## config.mk

```make
export PLATFORM = sky130hd
export DESIGN_NAME = lpt_queue
export DESIGN_NICKNAME = d
export VERILOG_FILES = /design/src/lpt_pkg.sv /design/src/lpt_queue.sv
export SDC_FILE = /design/constraint.sdc
export NUM_CORES = 1
export LEC_CHECK = 0
export ABC_AREA = 1
export ABC_CLOCK_PERIOD_IN_PS = 3250
export BUFFER_PORTS_ARGS = -buffer_cell sky130_fd_sc_hd__buf_2
export CAP_MARGIN = 20
export CORE_MARGIN = 2
export CORE_UTILIZATION = 45
export DETAILED_ROUTE_END_ITERATION = 10
export GPL_ROUTABILITY_DRIVEN = 0
export GPL_TIMING_DRIVEN = 0
export PLACE_DENSITY = 0.79
export SYNTH_ARGS = -nofsm -noshare
export SYNTH_HDL_FRONTEND = slang
export SYNTH_SLANG_ARGS = --single-unit
```

## constraint.sdc

```tcl
create_clock -name clk -period 3.25 [get_ports clk]
set_input_delay 0.325 -clock clk [delete_from_list [all_inputs] [get_ports clk]]
set_output_delay 0.325 -clock clk [all_outputs]
set_load 0.05 [all_outputs]
```

## src/lpt_pkg.sv

```systemverilog
// ----------------------------------------------------------------------------
// lpt_pkg
// Shared types and constants of the LRU page translator.
// ----------------------------------------------------------------------------
package lpt_pkg;

  localparam int ADDR_W      = 24;
  localparam int PSIZE_W     = 16;
  localparam int PAGE_W      = 10;
  localparam int PAGE_SLOTS  = 1 << PAGE_W;
  localparam int FRAME_W     = 5;
  localparam int FRAME_SLOTS = 1 << FRAME_W;
  localparam int FCNT_W      = 6;
  localparam int STAMP_W     = 32;
  localparam int TOTAL_W     = 32;
  localparam int PHYS_W      = 21;
  localparam int CFG_IDX_W   = 2;
  localparam int CFG_DATA_W  = 16;

  // configuration register indexes
  localparam logic [CFG_IDX_W-1:0] CFG_PAGE_BYTES    = 2'd0;
  localparam logic [CFG_IDX_W-1:0] CFG_FRAMES_IN_USE = 2'd1;

  // reset values of the configuration registers
  localparam logic [PSIZE_W-1:0] PAGE_BYTES_RST    = 16'd1024;
  localparam logic [FCNT_W-1:0]  FRAMES_IN_USE_RST = 6'd4;

  // one split request passed from front to back
  typedef struct packed {
    logic               oor;
    logic [PAGE_W-1:0]  page;
    logic [PSIZE_W-1:0] offset;
    logic [PSIZE_W-1:0] psize;
  } lpt_item_t;

endpackage

```

## src/lpt_queue.sv

```systemverilog
// ----------------------------------------------------------------------------
// lpt_queue
// Two-entry queue between the divider front and the table back.
// ----------------------------------------------------------------------------
module lpt_queue (
  input  logic               clk,
  input  logic               rst_n,
  input  logic               push,
  input  lpt_pkg::lpt_item_t push_item,
  input  logic               pop,
  output lpt_pkg::lpt_item_t head_item,
  output logic               empty,
  output logic               full
);

  lpt_pkg::lpt_item_t slot_r [2];
  logic       wp_r, rp_r;
  logic [1:0] cnt_r;

  assign empty     = (cnt_r == 2'd0);
  assign full      = (cnt_r == 2'd2);
  assign head_item = slot_r[rp_r];

  always_ff @(posedge clk) begin
    if (!rst_n) begin
      wp_r  <= 1'b0;
      rp_r  <= 1'b0;
      cnt_r <= 2'd0;
    end else begin
      if (push) begin
        wp_r <= ~wp_r;
      end
      if (pop) begin
        rp_r <= ~rp_r;
      end
      cnt_r <= cnt_r + {1'b0, push} - {1'b0, pop};
    end
    if (push) begin
      slot_r[wp_r] <= push_item;
    end
  end

endmodule

```

==> metrics.cfg, run 1 <==
[floorplanning]
die-height_microns=92.6
io-pin-count=92
placement_rows=32
die_w_microns=92.6
floorplan.initialDensity=0.462
area_inside_the_core_boundary_sq_mm=0.00765
die_area_sq_mm=0.00858

[sta]
rsz0062_at_grt=false
period_needed_ns=1.83
postLayoutSetupSlackWorst_ns=1.42
maxClockFrequency_mhz=545
timing_worst_slew_pin_value_ns=0.605
min_period_over_period=0.564
fin_skew_ns=0.00631
report.final.slew_viol_count=0
finalHoldViolations=0
finalSetupViolations=0
max-slew-margin-rel=0.596

[detailed_routing]
drt_pre_antenna_iters=4
post_drt_via_cell_ratio=4.61
met2_wirelength_mm=2.85
route.detailed.wl_per_inst_microns=14.1
route.detailed.drc=0
ant_nets=0
highest-signal-layer=met4
total_routed_length_mm=5.34
initialDrtViolationCount=50
dr_total_vias=1741
met3RoutedLength_microns=268
met1_length_mm=2.16

[outcome]
outcome=finished, final reports clean

[worst_setup_path]
cp_num_cells=4
cp.arrival_ns=1.51
startpoint_class=register
worst_path_buffer_plus_inverter_count=3
timing.critical_path.slowest_stage_cell=dfxtp_1
cell_chain_critical_path=buf_6 -> buf_12 -> mux2_4 -> buf_2
class_of_the_most_critical_setup_path=reg -> out
critPathMaxStageDelay_ns=0.33
worstPathMaxFanout=10
critical-path-top-delay-family=buffers and inverters
endpoint_kind=primary output
length_in_cells_of_the_worst_reg_to_reg_path=2
worst-endpoint-required_ns=2.92

[clock_tree]
post-cts-setup-buffers=0
clk_pin_slew_worst_paths_ns=0.09
cts.sink_count=91
clk_root_buffer_cell=clkbuf_8
cts_inserted_buffers=9
cts_htree_levels=3
cts-resized-gates=0
maximum_clock_insertion_buffer_count=2
tritoncts=yes
cts.hold.buffers_added=0
worstSkewPairLatency_ns=0.34

[place]
place_worst_setup_slack_ns=1.64
dp_hpwl_mm=3.77
io_buffers=91

[synthesis]
synth_largest_type_area_fraction=0.731
synth.distinct_cells=12
synth_compound_gate_area_share=0.00142
async_reset_ff_frac=0
yosys_reg_bits=91
synth_fa_ha_area_frac=0.00708
seq_area_frac_synth=0.759
netlist.top_cell.by_area=edfxtp_1
synth.top_cells.by_count=edfxtp_1 (86), mux2_4 (40), nor2_1 (9)
synth_enable_flop_cells=86
synth.avg_cell_area_sq_um=21.2
syn-cell-area_sq_mm=0.00353
synth_area_leaders=edfxtp_1 (73%), mux2_4 (17%), dfxtp_1 (2.8%)
dominant_combinational_cell_family_by_area_after_synthesis=multiplexers
synthCells=167
synth-xor-area-share=0
dominantRegCellSynth=edfxtp_1
post-synth-top-count-cell=edfxtp_1
syn_nets=216
share_of_synthesized_cell_area_in_and_or_nand_and_nor_gates=0.0195
synth_mux_area_frac=0.180
ys_warn_count=0

[global_route]
grt.overflow.total=0
grt_pass1_wl_mm=8.36
pin_count_of_the_biggest_net_entering_global_routing=27
via_count_of_the_first_global_routing_pass=1729
grt_usage=0.132
antenna_found_initial=0

[layout]
layout.area.seq_sq_mm=0.00268
layout-drive-gt1-share=0.569
final_util=0.570
area_delta_synth_final_pct=23.3
design.final.nets=320
filler_cell_count=625
antenna-diode-count=0
multi_input_area_sq_um=741

[job]
cap_violations=0

[min_path]
min_delay_path_depth=1
timing.hold.worst.class=in -> reg

[power_and_ir_drop]
vdd_ir_drop_max_uv=314
leakage_uw=0.00177
powerDensity_mw_per_mm2=585

-- path summary, 6_finish.rpt --
path,startpoint,end,slack [ns]
worst max register to register,wp_r,slot_r[0][38],1.81
worst max-delay path,register,head_item[16],1.42
worst min-delay path,push_item[29],slot_r[1][29],0.17
worst min register to register,rp_r,rp_r,0.51
-- flip-flops by register name (all words and copies together), names as in the netlist, named ones only --
register,cells
slot_r,86
rp_r,1
wp_r,1
cnt_r,2
-- layout make-up --
type | instances | share of cell area
Tap cell | 102 | 0.0293
Timing Repair Buffer | 93 | 0.114
Multi-Input combinational cell | 64 | 0.170
Inverter | 7 | 0.00603
Clock inverter | 7 | 0.0155
Buffer | 5 | 0.0210
Sequential cell | 91 | 0.616
Clock buffer | 9 | 0.0284
-- power by group --
group | switching (uW) | internal (uW)
Sequential | 18.1 | 1350
Clock | 364 | 353
Combinational | 301 | 160
-- per-stage QoR --
| stage | total power [uW] | hold WS, ns | setup TNS (ns) | instances | cell area [sq um] |
|---|---|---|---|---|---|
| floorplan | 1750 | 0.418 | 0 | 167 | 3530 |
| global placement | 1850 | 0.476 | -22.78 | 360 | 4120 |
| detailed placement | 1870 | 0.493 | 0 | 362 | 4160 |
| CTS | 2580 | 0.143 | 0 | 378 | 4360 |
| global route | 2650 | 0.145 | 0 | 378 | 4360 |
| finish | 2550 | 0.167 | 0 | 378 | 4360 |
-- layer usage --
layer,GRT usage,vias up
met5,0,-
li1,-,837
met2,0.227,55
met3,0.0325,5
met1,0.152,844
met4,0.0699,0
-- cell usage in the layout, fill, tap and decap left out, drive strengths merged --
master    netlist  final
clkinv          0      4
bufinv          0      1
buf             5     98
mux2           43     43
nor2            9      9
dfxtp           5      5
inv             7      8
clkinvlp        0      1
nand3           1      1
clkbuf          0      9
a21oi           1      1
edfxtp         86     86
ha              2      2
nand2           8      8
-- worst register-to-register path, stage by stage, from the launching register on --
cell	delay, ns
dfxtp_1	0.35
nor2_4	0.50
buf_12	0.27
-- cells by family (layout without fill, tap and decap cells) --
logic type | Yosys count | count (layout)
flip-flops | 91 | 91
adder cells (fa/ha/maj) | 2 | 2
AND/OR/NAND/NOR | 18 | 18
multiplexers | 43 | 43
AO/OA/AOI/OAI | 1 | 1
buffers and inverters | 12 | 121
No activity file was read; power rests on OpenSTA's default activity.
==> run 2, diff against run 1 <==
--- a/config.mk
+++ b/config.mk
@@ -5,8 +5,8 @@
 export SDC_FILE = /design/constraint.sdc
 export NUM_CORES = 1
 export LEC_CHECK = 0
-export ABC_AREA = 1
-export ABC_CLOCK_PERIOD_IN_PS = 3250
+export ABC_AREA = 0
+export ABC_CLOCK_PERIOD_IN_PS = 1580
 export BUFFER_PORTS_ARGS = -buffer_cell sky130_fd_sc_hd__buf_2
 export CAP_MARGIN = 20
 export CORE_MARGIN = 2
@@ -14,7 +14,7 @@
 export DETAILED_ROUTE_END_ITERATION = 10
 export GPL_ROUTABILITY_DRIVEN = 0
 export GPL_TIMING_DRIVEN = 0
-export PLACE_DENSITY = 0.79
+export PLACE_DENSITY = 0.81
 export SYNTH_ARGS = -nofsm -noshare
 export SYNTH_HDL_FRONTEND = slang
 export SYNTH_SLANG_ARGS = --single-unit
==> constraint.sdc (replaced) <==
create_clock -name clk -period 1.58 [get_ports clk]
set_input_delay 0.158 -clock clk [delete_from_list [all_inputs] [get_ports clk]]
set_output_delay 0.158 -clock clk [all_outputs]
set_load 0.05 [all_outputs]
==> run 2 against run 1 <==
Effect of this change:
- the flow now finishes with violations (negative setup slack)
- wire length is 10% higher
- critical endpoint is now head_item[9]
- register-to-register slack lost 1.7 ns
- flip-flop and latch count stayed put
- sequential power increased by 110%
- final area grew 18%
- critical path type unchanged
- sequential share of layout area down 9.5 points
==> metrics.cfg, run 2 <==
[min_path]
holdPathEnd=slot_r[1][15]
timing.hold.worst.class=in -> reg
holdCritStartpoint=push_item[15]
min_delay_path_depth=1  ; unchanged

[worst_setup_path]
worstPathMaxFanout=10  ; unchanged
startpoint_class=register
timing.critical_path.slowest_stage_cell=dfxtp_2
critPathMaxStageDelay_ns=0.34  ; about the same
critical-path-top-delay-family=buffers and inverters
endpoint_kind=primary output
class_of_the_most_critical_setup_path=reg -> out
critical_path.most_common_cell=buf_12
worst_path_buffer_plus_inverter_count=3  ; unchanged
worst-endpoint-required_ns=1.42  ; -1.50 ns
cp.arrival_ns=1.46  ; -0.05 ns
timing.rr.start=wp_r
cell_chain_critical_path=buf_12 -> buf_12 -> mux2_4 -> buf_8
regToRegSetupSlack_ns=0.14  ; -1.67 ns
rr_endpoint=slot_r[0][31]
length_in_cells_of_the_worst_reg_to_reg_path=2  ; unchanged

[clock_tree]
clk_pin_slew_worst_paths_ns=0.08  ; about the same
cts_htree_levels=3  ; unchanged
cts.sink_count=91  ; unchanged
tritoncts=yes
cts_inserted_buffers=9  ; unchanged
maximum_clock_insertion_buffer_count=2  ; unchanged
clk_root_buffer_cell=clkbuf_8
worstSkewPairLatency_ns=0.34  ; about the same

[synthesis]
synth-xor-area-share=0.00885  ; +0.00885
dominant_combinational_cell_family_by_area_after_synthesis=multiplexers
share_of_synthesized_cell_area_in_and_or_nand_and_nor_gates=0.0152  ; -0.00425
synth.distinct_cells=14  ; +2
dominantRegCellSynth=edfxtp_1
synthCells=155  ; -7.2%
synth.avg_cell_area_sq_um=22.8  ; +7.7%
yosys_reg_bits=91  ; unchanged
synth_compound_gate_area_share=0.00212  ; +0.000708
netlist.top_cell.by_area=edfxtp_1
synth_enable_flop_cells=86  ; unchanged
synth_fa_ha_area_frac=0.00708  ; unchanged
synth_area_leaders=edfxtp_1 (73%), mux2_4 (17%), dfxtp_1 (2.8%)
synth.top_cells.by_count=edfxtp_1 (86), mux2_4 (40), dfxtp_1 (5)
post-synth-top-count-cell=edfxtp_1
synth_largest_type_area_fraction=0.731  ; unchanged
syn_nets=204  ; -5.6%
syn-cell-area_sq_mm=0.00353  ; unchanged
seq_area_frac_synth=0.759  ; unchanged
ys_warn_count=0  ; unchanged
async_reset_ff_frac=0  ; unchanged
synth_mux_area_frac=0.180  ; unchanged

[sta]
fin_skew_ns=0.00667  ; +0.000357 ns
rsz0062_at_grt=true
max-slew-margin-rel=0.590  ; -0.00623
finalSetupViolations=30  ; +30
finalHoldViolations=0  ; unchanged
report.final.slew_viol_count=0  ; unchanged
timing_worst_slew_pin_value_ns=0.615  ; +0.0108 ns
min_period_over_period=1.02
maxClockFrequency_mhz=620
postLayoutSetupSlackWorst_ns=-0.0338  ; -1.45 ns
period_needed_ns=1.61

[global_route]
grt.met3_usage=0.0366  ; +0.00407
global_route.peak_usage_layer=met2
met1_track_usage_gr=0.166  ; +0.0136
grt_pass1_wl_mm=9.24  ; +11%
antenna_found_initial=0  ; unchanged
pin_count_of_the_biggest_net_entering_global_routing=44  ; +63%
grt_usage=0.146  ; +0.0141
via_count_of_the_first_global_routing_pass=1977  ; +14%
grt.overflow.total=0  ; unchanged
globalRouteMet2Util=0.261  ; +0.0341

[place]
dp_hpwl_mm=3.48  ; -7.9%
dpl.cell_count=349  ; -3.6%
detailed_place.area_sq_mm=0.00415  ; -0.45%
io_buffers=91  ; unchanged

[layout]
final_cell_count_no_fill=409  ; +8.2%
layout.cells.most_common_list=edfxtp_1 (86), buf_2 (48), dlygate4sd3_1 (42)
layout.cells.most_common=edfxtp_1
design.final.nets=351  ; +9.7%
final_util=0.673  ; +0.104
layout-drive-gt1-share=0.518  ; -0.0509
reg.largest.list=slot_r: 86 flops, cnt_r: 2 flops
area_delta_synth_final_pct=45.7
postLayoutCellArea_sq_mm=0.00515  ; +18%
largest_register=slot_r
antenna-diode-count=0  ; unchanged
filler_cell_count=507  ; -19%
largest_reg_flops=86  ; unchanged

[floorplanning]
area_inside_the_core_boundary_sq_mm=0.00765  ; unchanged
die_area_sq_mm=0.00858  ; unchanged
die-height_microns=92.6  ; unchanged
io-pin-count=92  ; unchanged
die_w_microns=92.6  ; unchanged
placement_rows=32  ; unchanged
floorplan.initialDensity=0.462  ; unchanged

[outcome]
violations=negative setup slack
outcome=finished with violations

[power_and_ir_drop]
vdd_ir_drop_max_uv=873  ; +180%
powerDensity_mw_per_mm2=1190  ; +100%
leakage_uw=0.00206  ; +17%

[detailed_routing]
post_drt_via_cell_ratio=4.51  ; -2.1%
route.detailed.drc=0  ; unchanged
initialDrtViolationCount=45  ; -10%
ant_nets=0  ; unchanged
dr_total_vias=1845  ; +6.0%
drt_pre_antenna_iters=4  ; unchanged
total_routed_length_mm=5.89  ; +10%
route.detailed.wl_per_inst_microns=14.4  ; +2.0%

[job]
cap_violations=0  ; unchanged

==> run 2: changes by cell type after synthesis <==
cell,delta
nor2b_1,+4
and2_1,+4
xnor3_1,+1
a21oi_1,-1
xor2_1,+1
nand2_1,-8
o21a_1,+1
nand3_1,-1
nor2_1,-8
inv_1,-5
==> run 2: cells by family (layout without fill, tap and decap cells) <==
| logic type | count (synthesis) | count (layout) |
|---|---|---|
| buf+inv | 7 | 159 |
| xor+xnor | 2 | 2 |
| fa+ha+maj | 2 | 2 |
| flops | 91 | 91 |
| simple gates | 9 | 9 |
| compound gates | 1 | 1 |
| mux | 43 | 43 |
==> run 2: layout make-up <==
type                       instances  area [sq um]  area share
sequential                        91          2680       0.521
timing repair buffer             136          1210       0.235
multi-input combinational         57           766       0.149
clock buffer                      11           131      0.0255
tap                              102           128      0.0248
clock inverter                     5           125      0.0243
buffer                             5           100      0.0194
inverter                           2          7.51     0.00146
==> run 2: report_power, final <==
group | internal, uW | total [uW] | switching [uW]
clock | 1210 | 1940 | 731
sequential | 2780 | 2830 | 42.5
combinational | 625 | 1370 | 744
==> run 2: repair_timing <==
item	in CTS	in global routing
cloned	1	0
endpoints found under the hold margin	81	2
gates resized for setup	87	9
hold buffers	41	1
setup endpoints to repair	84	43
buffers inserted	1	0
==> run 2: routing by layer <==
layer | share of wire | vias up
met5 | 0 | -
met4 | 0.019 | 0
met3 | 0.042 | 9
met2 | 0.55 | 55
met1 | 0.39 | 890
li1 | - | 891
==> run 2: stage by stage <==
step | setup slack [ns] | hold slack [ns] | total power [uW] | setup TNS [ns]
3_3_place_gp | -0.157 | 0.345 | 3950 | -9.98
4_1_cts | -0.0619 | 0.000879 | 6190 | -1.88
6_report | -0.0338 | 0.0147 | 6130 | -0.790
3_5_place_dp | -0.136 | 0.350 | 3980 | -5.73
5_1_grt | -0.0896 | 0.000899 | 6350 | -3.04
2_1_floorplan | 0.179 | 0.257 | 3740 | 0
==> run 2: how the worst max path moves through the flow <==
stage	endpoint	slack (ns)	cells past startpoint
2_1_floorplan	slot_r[0][0]	0.18	1
3_3_place_gp	slot_r[0][31]	-0.16	1
3_5_place_dp	slot_r[1][2]	-0.14	1
4_1_cts	head_item[36]	-0.06	4
5_1_grt	head_item[36]	-0.09	4
6_report	head_item[9]	-0.03	4
