--- src/lpt_pkg.sv ---
// ----------------------------------------------------------------------------
// lpt_pkg
// Shared types and constants of the LRU page translator.
// ----------------------------------------------------------------------------
package lpt_pkg;

  localparam int ADDR_W      = 24;
  localparam int PSIZE_W     = 16;
  localparam int PAGE_W      = 10;
  localparam int PAGE_SLOTS  = 1 << PAGE_W;
  localparam int FRAME_W     = 5;
  localparam int FRAME_SLOTS = 1 << FRAME_W;
  localparam int FCNT_W      = 6;
  localparam int STAMP_W     = 32;
  localparam int TOTAL_W     = 32;
  localparam int PHYS_W      = 21;
  localparam int CFG_IDX_W   = 2;
  localparam int CFG_DATA_W  = 16;

  // configuration register indexes
  localparam logic [CFG_IDX_W-1:0] CFG_PAGE_BYTES    = 2'd0;
  localparam logic [CFG_IDX_W-1:0] CFG_FRAMES_IN_USE = 2'd1;

  // reset values of the configuration registers
  localparam logic [PSIZE_W-1:0] PAGE_BYTES_RST    = 16'd1024;
  localparam logic [FCNT_W-1:0]  FRAMES_IN_USE_RST = 6'd4;

  // one split request passed from front to back
  typedef struct packed {
    logic               oor;
    logic [PAGE_W-1:0]  page;
    logic [PSIZE_W-1:0] offset;
    logic [PSIZE_W-1:0] psize;
  } lpt_item_t;

endpackage

--- src/lpt_front.sv ---
// ----------------------------------------------------------------------------
// lpt_front
// Accepts a request and splits the address by the page size with a
// restoring divider, one quotient bit per cycle.
// ----------------------------------------------------------------------------
module lpt_front (
  input  logic                             clk,
  input  logic                             rst_n,
  input  logic                             start,
  input  logic [lpt_pkg::ADDR_W-1:0]       addr,
  input  logic [lpt_pkg::PSIZE_W-1:0]      page_bytes,
  output logic                             front_busy,
  output logic                             push,
  output lpt_pkg::lpt_item_t               push_item,
  input  logic                             queue_full
);

  localparam logic [1:0] F_IDLE = 2'd0;
  localparam logic [1:0] F_DIV  = 2'd1;
  localparam logic [1:0] F_PUSH = 2'd2;
  localparam logic [4:0] LAST_STEP = 5'(lpt_pkg::ADDR_W - 1);

  logic [1:0]                    state_r, state_nxt;
  logic [4:0]                    cnt_r, cnt_nxt;
  logic [lpt_pkg::ADDR_W-1:0]    acc_r, acc_nxt;
  logic [lpt_pkg::PSIZE_W-1:0]   rem_r, rem_nxt;
  logic [lpt_pkg::PSIZE_W-1:0]   div_r, div_nxt;
  logic [lpt_pkg::PSIZE_W:0]     trial;
  logic [lpt_pkg::PSIZE_W:0]     diff;
  logic                          ge;

  // one restoring step
  assign trial = {rem_r, acc_r[lpt_pkg::ADDR_W-1]};
  assign diff  = trial - {1'b0, div_r};
  assign ge    = trial >= {1'b0, div_r};

  always_comb begin
    state_nxt = state_r;
    cnt_nxt   = cnt_r;
    acc_nxt   = acc_r;
    rem_nxt   = rem_r;
    div_nxt   = div_r;
    unique case (state_r)
      F_IDLE: begin
        if (start) begin
          acc_nxt   = addr;
          rem_nxt   = '0;
          cnt_nxt   = '0;
          div_nxt   = (page_bytes == '0) ? lpt_pkg::PSIZE_W'(1) : page_bytes;
          state_nxt = F_DIV;
        end
      end
      F_DIV: begin
        acc_nxt = {acc_r[lpt_pkg::ADDR_W-2:0], ge};
        rem_nxt = ge ? diff[lpt_pkg::PSIZE_W-1:0] : trial[lpt_pkg::PSIZE_W-1:0];
        cnt_nxt = cnt_r + 5'd1;
        if (cnt_r == LAST_STEP) begin
          state_nxt = F_PUSH;
        end
      end
      F_PUSH: begin
        if (!queue_full) begin
          state_nxt = F_IDLE;
        end
      end
      default: state_nxt = F_IDLE;
    endcase
  end

  always_ff @(posedge clk) begin
    if (!rst_n) begin
      state_r <= F_IDLE;
    end else begin
      state_r <= state_nxt;
    end
    cnt_r <= cnt_nxt;
    acc_r <= acc_nxt;
    rem_r <= rem_nxt;
    div_r <= div_nxt;
  end

  // hand the split request to the queue
  assign front_busy       = (state_r != F_IDLE);
  assign push             = (state_r == F_PUSH) && !queue_full;
  assign push_item.oor    = |acc_r[lpt_pkg::ADDR_W-1:lpt_pkg::PAGE_W];
  assign push_item.page   = acc_r[lpt_pkg::PAGE_W-1:0];
  assign push_item.offset = rem_r;
  assign push_item.psize  = div_r;

endmodule

--- config.mk ---
export PLATFORM = sky130hd
export DESIGN_NAME = lpt_front
export DESIGN_NICKNAME = d
export VERILOG_FILES = /design/src/lpt_pkg.sv /design/src/lpt_front.sv
export SDC_FILE = /design/constraint.sdc
export NUM_CORES = 1
export LEC_CHECK = 0
export BUFFER_PORTS_ARGS = -buffer_cell sky130_fd_sc_hd__buf_4
export CAP_MARGIN = 40
export CORE_MARGIN = 3
export CORE_UTILIZATION = 58
export CTS_CLUSTER_SIZE = 20
export DETAILED_ROUTE_END_ITERATION = 6
export GPL_ROUTABILITY_DRIVEN = 0
export PLACE_DENSITY = 0.92
export RECOVER_POWER = 25
export SLEW_MARGIN = 5
export SYNTH_ARGS = -nofsm -noshare
export SYNTH_HDL_FRONTEND = slang
export SYNTH_SLANG_ARGS = --single-unit
--- constraint.sdc ---
create_clock -name clk -period 11.1 [get_ports clk]
set_input_delay 1.11 -clock clk [delete_from_list [all_inputs] [get_ports clk]]
set_output_delay 1.11 -clock clk [all_outputs]
set_load 0.01 [all_outputs]
==> results.cfg, run 1 <==
[sta]
hold_viol = 0
max_freq_mhz = 306
setup_viol = 0
maxSlewViolCount = 0
period_share = 0.294
hold_slack_ns = 0.555
slew_headroom = 0.177
fin_crit_ns = 3.26
finalSetupTns_ns = 0
rsz0062_at_grt = no
clock_skew_ns = 0.0110
tightest_slew_ns = 1.23

[floorplanning]
dieArea_mm2 = 0.00742
fp-row-count = 28
dieHeight_um = 86.2
initial_core_util = 0.615
fp.coreArea_mm2 = 0.00606
die_w_um = 86.2
io_pins = 89

[placement]
io_buffer_count = 88
dpl-instance-area_mm2 = 0.00435
dp_hpwl_um = 6980

[detailed_routing]
avgRoutedWirePerCell_um = 19.0
num_vias = 3143
initialDrtViolationCount = 274
drc = 0
wl_um = 9870
ant_nets = 0
dr.pass1.iters = 5
vias_per_cell = 6.04

[grt]
grt.overflow.total = 0
antenna_found_initial = 0
grt_pass1_vias = 3203
grt_pass1_wl_um = 15600
track_usage = 0.273
grt_max_degree = 29

[critical_path]
setup.worst_path.end_class = flip-flop
r2r_cells = 4
worstSetupPathType = flip-flop to flip-flop
crit_path_max_fanout = 28
worstPathCellList = nand2b_1, clkbuf_1, o21ai_4, buf_4
crit_slowest_cell = clkbuf_1
cp.required_ns = 11.15
start_kind = flip-flop
cp.arrival_ns = 3.32
r2r_start = state_r[1]$_SDFFE_PN0P_
r2r-end = rem_r[12]$_SDFFCE_PN0P_
worst_path_largest_cell_delay_ns = 0.97
r2r_slack_ns = 7.84

[run_status]
outcome = finished clean

[worst_hold_path]
min_to = acc_r[3]$_DFFE_PP_
hp-class = flip-flop to flip-flop
min_from = acc_r[2]$_DFFE_PP_
min_path_cells = 2

[logic_synthesis]
synth.distinct_cells = 54
syn_area_mm2 = 0.00373
avgSynthCellArea_um2 = 9.99
synthFlopType = edfxtp_1
synthCells = 373
yosysWarnings = 0
synth-edff-count = 61
seq_area_frac_synth = 0.502
synth_async_sr_flop_share = 0
synth-seq-cells = 63
syn-num-nets = 435

[clocking]
clockBufferDepth = 2
cts_tree = yes
cts_setup_buffers = 0
root_buffer = clkbuf_8
clk_latency_ns = 0.34
clock_sinks = 63
cts_resized = 0
cts_made_buffers = 9
cts_hold_buf = 0
h-tree-depth = 3
clk_pin_slew_ns = 0.08

[power]
combPwrFrac = 0.301
power.share.clock = 0.299
powerDensity_mw_per_mm2 = 176
p_switching_w = 0.000247
irDropWorstVdd_mv = 0.102
p_sw_frac = 0.310
pwr-share-seq = 0.400
power_leakage_nw = 2.02
intPower_w = 0.000550

[cells_and_area]
diodes = 0
regArea_mm2 = 0.00187
post-route-util = 0.745
n_fill_cell = 409
final_layout_size_suffix_gt1_frac = 0.243
multi_input_area_mm2 = 0.00158
fin_area_mm2 = 0.00452
layout.nets = 502
area_growth_pct = 21.2

[flow_run]
max-cap-violations = 0
==> metal layers <==
metal	wire length, um	global-route usage	share of wire
met3	765	0.0749	0.078
met2	5220	0.486	0.53
met1	3580	0.296	0.36
met5	0	0	0
met4	301	0.135	0.031
==> cell usage in the layout (no fill, tap or decap), types with 4 or more instances in the layout <==
| cell | Yosys | final |
|---|---|---|
| o21ai_1 | 4 | 4 |
| nor2_1 | 30 | 30 |
| inv_1 | 21 | 21 |
| edfxtp_1 | 61 | 61 |
| clkbuf_4 | 0 | 5 |
| o21ai_0 | 7 | 6 |
| o21a_1 | 4 | 4 |
| xnor2_1 | 9 | 9 |
| nand2_1 | 89 | 89 |
| nor4_1 | 7 | 7 |
| o211ai_1 | 4 | 4 |
| ha_1 | 17 | 17 |
| a211oi_2 | 5 | 5 |
| mux2i_1 | 8 | 8 |
| a21oi_1 | 10 | 10 |
| clkbuf_8 | 0 | 9 |
| clkbuf_1 | 21 | 14 |
| xor2_1 | 6 | 6 |
| nor3_1 | 5 | 5 |
| nand2b_1 | 4 | 4 |
| buf_4 | 11 | 74 |
==> cell families after synthesis <==
group                      count (synthesis)  share of synthesized area
AOI/OAI and AO/OA                         54                      0.108
muxes                                      8                     0.0215
DFF                                       63                      0.502
buffers and inverters                     57                     0.0766
adders and majority gates                 18                     0.0625
and+or+nand+nor                          158                      0.193
xor gates and xnor gates                  15                     0.0353
==> power groups by stage <==
stage,sequential (W),combinational (W),clock [W]
final,0.000319,0.000240,0.000238
after global routing,0.000321,0.000259,0.000248
after CTS,0.000318,0.000239,0.000237
after detailed placement,0.000323,0.000233,0
after global placement,0.000321,0.000219,0
after floorplan,0.000324,0.000163,0
==> synthesized netlist by cell type, drive strengths merged, types with 5 or more instances <==
master | count | area share
a211oi | 5 | 0.017
a21oi | 10 | 0.013
buf | 15 | 0.034
clkbuf | 21 | 0.021
edfxtp | 61 | 0.49
ha | 17 | 0.057
inv | 21 | 0.021
mux2i | 8 | 0.021
nand2 | 89 | 0.090
nor2 | 30 | 0.030
nor3 | 6 | 0.0094
nor4 | 7 | 0.012
o211ai | 5 | 0.011
o21ai | 11 | 0.015
xnor2 | 9 | 0.021
xor2 | 6 | 0.014
==> worst max-delay path, delay by kind of cell, from the launching register on <==
kind | cells | cell delay (ns)
and+or+nand+nor | 1 | 0.73
buffers and inverters | 2 | 1.37
AOI/OAI and AO/OA | 1 | 0.44
DFF | 1 | 0.43
==> through the flow <==
| step | cells | setup WS [ns] | power [W] |
|---|---|---|---|
| floorplan | 373 | 6.25 | 0.000487 |
| global placement | 501 | 8.45 | 0.000540 |
| detailed placement | 504 | 8.44 | 0.000555 |
| CTS | 520 | 8.33 | 0.000794 |
| global route | 520 | 7.67 | 0.000828 |
| finish | 520 | 7.84 | 0.000796 |
==> registers in the layout, indices dropped and copies added, names as in the netlist <==
| name | flops |
|---|---|
| acc_r | 24 |
| cnt_r | 5 |
| div_r | 16 |
| rem_r | 16 |
| state_r | 2 |
==> worst max-delay path by stage <==
stage	start	to	cells past startpoint
CTS	rem_r[1]$_SDFFCE_PN0P_	rem_r[15]$_SDFFCE_PN0P_	8
global placement	queue_full	push	3
floorplan	start	acc_r[0]$_DFFE_PP_	2
detailed placement	start	acc_r[5]$_DFFE_PP_	4
global route	state_r[1]$_SDFFE_PN0P_	rem_r[15]$_SDFFCE_PN0P_	4
finish	state_r[1]$_SDFFE_PN0P_	rem_r[12]$_SDFFCE_PN0P_	4
==> area by class of cell <==
type | count | share of cell area
Clock buffer | 12 | 0.0299
Sequential cell | 63 | 0.414
Inverter | 21 | 0.0175
Tap cell | 75 | 0.0208
Multi-Input combinational cell | 253 | 0.350
Clock inverter | 4 | 0.0208
Timing Repair Buffer | 92 | 0.146
Power figures use the tool's default switching activity.
==> run 2, diff against run 1 <==
Settings changed: CORE_UTILIZATION 58 to 49, PLACE_DENSITY 0.92 to 0.84.
Clock period 11.1 ns to 2.65 ns, I/O delays scaled along.
==> run 2 against run 1 <==
Against the previous run: sequential cell count stayed put; sequential share of layout area grew 0.57 points; first-iteration DRC count is 16% lower; critical path type unchanged.
==> results.cfg, run 2 (synthesized netlist as in run 1, its figures left out) <==
[run_status]
outcome = finished clean

[critical_path]
cp.required_ns = 2.72
cp.arrival_ns = 2.51
crit_path_max_fanout = 6
r2r_slack_ns = 0.21
setup.worst_path.end_class = flip-flop
worstSetupPathType = flip-flop to flip-flop
start_kind = flip-flop

[sta]
setup_viol = 0
max_freq_mhz = 411
clock_skew_ns = 0.00650
hold_viol = 0
tightest_slew_ns = 0.580
slew_headroom = 0.612
period_share = 0.919
fin_crit_ns = 2.44
finalSetupTns_ns = 0
maxSlewViolCount = 0
rsz0062_at_grt = no

[grt]
use_met3 = 0.0362
grt_pass1_wl_um = 13600
track_usage = 0.200
grt_util_met2 = 0.340
grt.overflow.total = 0
grt_busiest_layer = met2
antenna_found_initial = 0
grt_max_degree = 46
met1_usage = 0.255
grt_pass1_vias = 2897

[detailed_routing]
initialDrtViolationCount = 231
avgRoutedWirePerCell_um = 15.5
dr.pass1.iters = 4
wl_um = 8490
num_vias = 2884
ant_nets = 0
vias_per_cell = 5.28
drc = 0

[placement]
dp_hpwl_um = 6350
dpl-instance-area_mm2 = 0.00437
io_buffer_count = 88

[floorplanning]
fp-row-count = 31
die_w_um = 93.2
dieArea_mm2 = 0.00869
dieHeight_um = 93.2
io_pins = 89
fp.coreArea_mm2 = 0.00733
initial_core_util = 0.508

[cells_and_area]
final_layout_size_suffix_gt1_frac = 0.204
final_common_cell = nand2_1
n_fill_cell = 618
multi_input_area_mm2 = 0.00159
area_growth_pct = 19.6
final_cell_mix = nand2_1 (89), edfxtp_1 (61), buf_4 (53)
regMostFlops = acc_r
largest_reg_flops = 24
diodes = 0
regArea_mm2 = 0.00187
reg.largest.list = acc_r x24, div_r x16, rem_r x16
layout.nets = 504
fin_area_mm2 = 0.00446

[clocking]
h-tree-depth = 3
root_buffer = clkbuf_8
cts_tree = yes
cts_made_buffers = 9
clock_sinks = 63
clk_latency_ns = 0.34
clk_pin_slew_ns = 0.08
clockBufferDepth = 2

[power]
irDropWorstVdd_mv = 0.304
power_leakage_nw = 1.93
powerDensity_mw_per_mm2 = 718

[worst_hold_path]
hp-class = input pin to flip-flop

[flow_run]
max-cap-violations = 0
run 2: worst max-delay path, cell delays in order (launching register included):
cell and delay, ns:
edfxtp_1 0.43, ha_1 0.41, a21oi_1 0.22, nand2_1 0.11
o21a_1 0.21, a21o_2 0.23, a31oi_1 0.22, xor2_1 0.24
a211oi_2 0.10
run 2: final cells by class:
type,instances,area share
Sequential cell,63,0.420
Multi-Input combinational cell,253,0.357
Timing Repair Buffer,94,0.130
Clock buffer,10,0.0286
Tap cell,99,0.0278
Clock inverter,6,0.0191
Inverter,21,0.0177
run 2: final timing paths:
path | from | endpoint | cells after the start
setup / recovery | rem_r[5]$_SDFFCE_PN0P_ | rem_r[13]$_SDFFCE_PN0P_ | 8
hold / removal | page_bytes[8] | div_r[8]$_SDFFCE_PN0P_ | 1
setup reg to reg | rem_r[5]$_SDFFCE_PN0P_ | rem_r[13]$_SDFFCE_PN0P_ | 8
hold reg to reg | acc_r[2]$_DFFE_PP_ | acc_r[3]$_DFFE_PP_ | 2
run 2: metal layers:
| metal | wire, um | up-vias |
|---|---|---|
| met5 | 0 | - |
| met2 | 4470 | 76 |
| li1 | - | 1426 |
| met1 | 3550 | 1374 |
| met3 | 339 | 8 |
| met4 | 119 | 0 |
run 2: metrics by stage:
step | cells | setup slack, ns | util | total power, W | hold slack (ns)
floorplan | 373 | 0.319 | - | 0.00204 | 0.387
global placement | 530 | 0.284 | 0.595 | 0.00229 | 0.454
detailed placement | 530 | 0.204 | 0.595 | 0.00233 | 0.455
CTS | 546 | 0.193 | 0.625 | 0.00324 | 0.0926
global route | 546 | 0.0182 | 0.608 | 0.00337 | 0.117
finish | 546 | 0.214 | 0.608 | 0.00320 | 0.136
run 2: what timing repair did:
| item | 4_1_cts | 5_1_grt |
|---|---|---|
| setup endpoints to repair | 0 | 1 |
| hold buffers | 0 | 0 |
| buffers inserted | 0 | 0 |
| resized for setup | 0 | 1 |
run 2: power breakdown:
group	internal [W]	switching [W]
Clock	0.000527	0.000390
Combinational	0.000415	0.000536
Sequential	0.00124	0.0000877
==> run 3, diff against run 2 <==
Settings changed: CELL_PAD_IN_SITES_DETAIL_PLACEMENT set to 0, CELL_PAD_IN_SITES_GLOBAL_PLACEMENT set to 2, CORE_UTILIZATION 49 to 30, CTS_CLUSTER_DIAMETER set to 60, PLACE_DENSITY 0.84 to 0.83.
==> run 3 against run 2 <==
Against the previous run: critical path type unchanged; count of clock-buffer cells in the layout increased by 3; utilization decreased by 22 points; highest routed layer unchanged; critical endpoint is now rem_r[12]$_SDFFCE_PN0P_; clock skew decreased by 0.0015 ns.
==> results.cfg, run 3 (synthesized netlist as in run 1, its figures left out) <==
[run_status]
outcome = finished clean

[clocking]
cts_resized = 0
clk_pin_slew_ns = 0.05
clk_latency_ns = 0.33
cts_made_buffers = 9
h-tree-depth = 3
clockBufferDepth = 2
clock_sinks = 63
cts_setup_buffers = 0
cts_tree = yes
root_buffer = clkbuf_16
cts_hold_buf = 0

[cells_and_area]
area_growth_pct = 24.4
regMostFlops = acc_r
reg.largest.list = acc_r x24, div_r x16, rem_r x16
layout.nets = 504
diodes = 0
post-route-util = 0.384
final_layout_size_suffix_gt1_frac = 0.199
instances_no_fill = 615
final_cell_mix = nand2_1 (89), edfxtp_1 (61), buf_4 (52)
largest_reg_flops = 24
final_common_cell = nand2_1

[grt]
grt.overflow.total = 0
antenna_found_initial = 0
grt_pass1_vias = 2876
track_usage = 0.137
grt_pass1_wl_um = 15100
grt_max_degree = 46

[worst_hold_path]
min_path_cells = 2
min_from = rst_n
hp-class = input pin to flip-flop

[critical_path]
critPathLaunch = acc_r[23]$_DFFE_PP_
r2r_cells = 10
endpoint = rem_r[12]$_SDFFCE_PN0P_
worstPathCellList = inv_1, ha_1, fa_1, and2b_1, o31a_2, o22ai_2, a2111oi_1, a41o_1, o21ai_1, a21oi_1
cp.required_ns = 2.83
crit_path_max_fanout = 4
cp.arrival_ns = 2.68
worstSetupPathType = flip-flop to flip-flop
r2r_slack_ns = 0.16
r2r_start = acc_r[23]$_DFFE_PP_
crit_slowest_cell = a2111oi_1
start_kind = flip-flop
r2r-end = rem_r[12]$_SDFFCE_PN0P_
worst_path_largest_cell_delay_ns = 0.44
setup.worst_path.end_class = flip-flop

[detailed_routing]
drc = 0
avgRoutedWirePerCell_um = 14.7
initialDrtViolationCount = 104
ant_nets = 0
vias_per_cell = 4.67
wl_um = 9060
dr.pass1.iters = 4
num_vias = 2870

[sta]
slew_headroom = 0.589
max_freq_mhz = 401
clock_skew_ns = 0.00503
fin_crit_ns = 2.49
maxSlewViolCount = 0
tightest_slew_ns = 0.617
hold_viol = 0
period_share = 0.941
finalSetupTns_ns = 0
setup_viol = 0
rsz0062_at_grt = no

[flow_run]
max-cap-violations = 0

[power]
power_w = 0.00348
power_leakage_nw = 1.98
powerDensity_mw_per_mm2 = 750
irDropWorstVdd_mv = 0.380

[floorplanning]
dieHeight_um = 117
io_pins = 89
die_w_um = 117
fp.coreArea_mm2 = 0.0121
initial_core_util = 0.309
dieArea_mm2 = 0.0138
fp-row-count = 40

[placement]
dp.cells = 599
dp_hpwl_um = 6760
io_buffer_count = 88
-- run 3: cell types whose count changed in the layout (fill, tap and decap cells not counted), sizes merged --
cell and change:
clkinv -2, bufinv -1, clkbuf +3
-- run 3: layout make-up --
type / count / area [um^2]
well taps: 168 / 210
clock inverters: 3 / 42.5
repair buffers: 94 / 587
multi-input cells: 253 / 1590
fillers: 1238 / 7430
clock buffers: 13 / 260
flip-flops and latches: 63 / 1870
inverters: 21 / 78.8
-- run 3: critical path: cells and delay by family, from the launching register on --
family	cells	cell delay, ns
adder cells (fa/ha/maj)	2	0.61
AO/OA/AOI/OAI	6	1.06
flip-flops	1	0.38
buffers and inverters	1	0.06
AND/OR/NAND/NOR	1	0.23
-- run 3: worst min-delay path by stage --
stage	slack [ns]	end
global placement	0.46	div_r[5]$_SDFFCE_PN0P_
floorplan	0.39	state_r[1]$_SDFFE_PN0P_
CTS	0.11	div_r[4]$_SDFFCE_PN0P_
finish	0.14	state_r[1]$_SDFFE_PN0P_
global route	0.13	div_r[1]$_SDFFCE_PN0P_
detailed placement	0.45	div_r[1]$_SDFFCE_PN0P_
-- run 3: routing by layer --
layer / part of all wire / wire [um] / up-vias / GRT usage
li1: - / - / 1427 / -
met1: 0.46 / 4160 / 1361 / 0.185
met2: 0.48 / 4400 / 71 / 0.215
met3: 0.036 / 325 / 11 / 0.0251
met4: 0.021 / 186 / 0 / 0.0638
met5: 0 / 0 / - / 0
-- run 3: report_power, final --
| part | switching, W | leakage [nW] | internal, W |
|---|---|---|---|
| registers | 0.0000851 | 0.627 | 0.00125 |
| clock network | 0.000422 | 0.146 | 0.000778 |
| logic | 0.000524 | 1.20 | 0.000419 |
-- run 3: stage by stage --
stage / hold WS [ns] / cell area (um^2) / setup WS, ns
final: 0.140 / 4640 / 0.156
after CTS: 0.109 / 4770 / 0.141
after global routing: 0.129 / 4640 / 0.00865
after floorplan: 0.387 / 3730 / 0.319
after detailed placement: 0.454 / 4460 / 0.163
after global placement: 0.456 / 4460 / 0.254
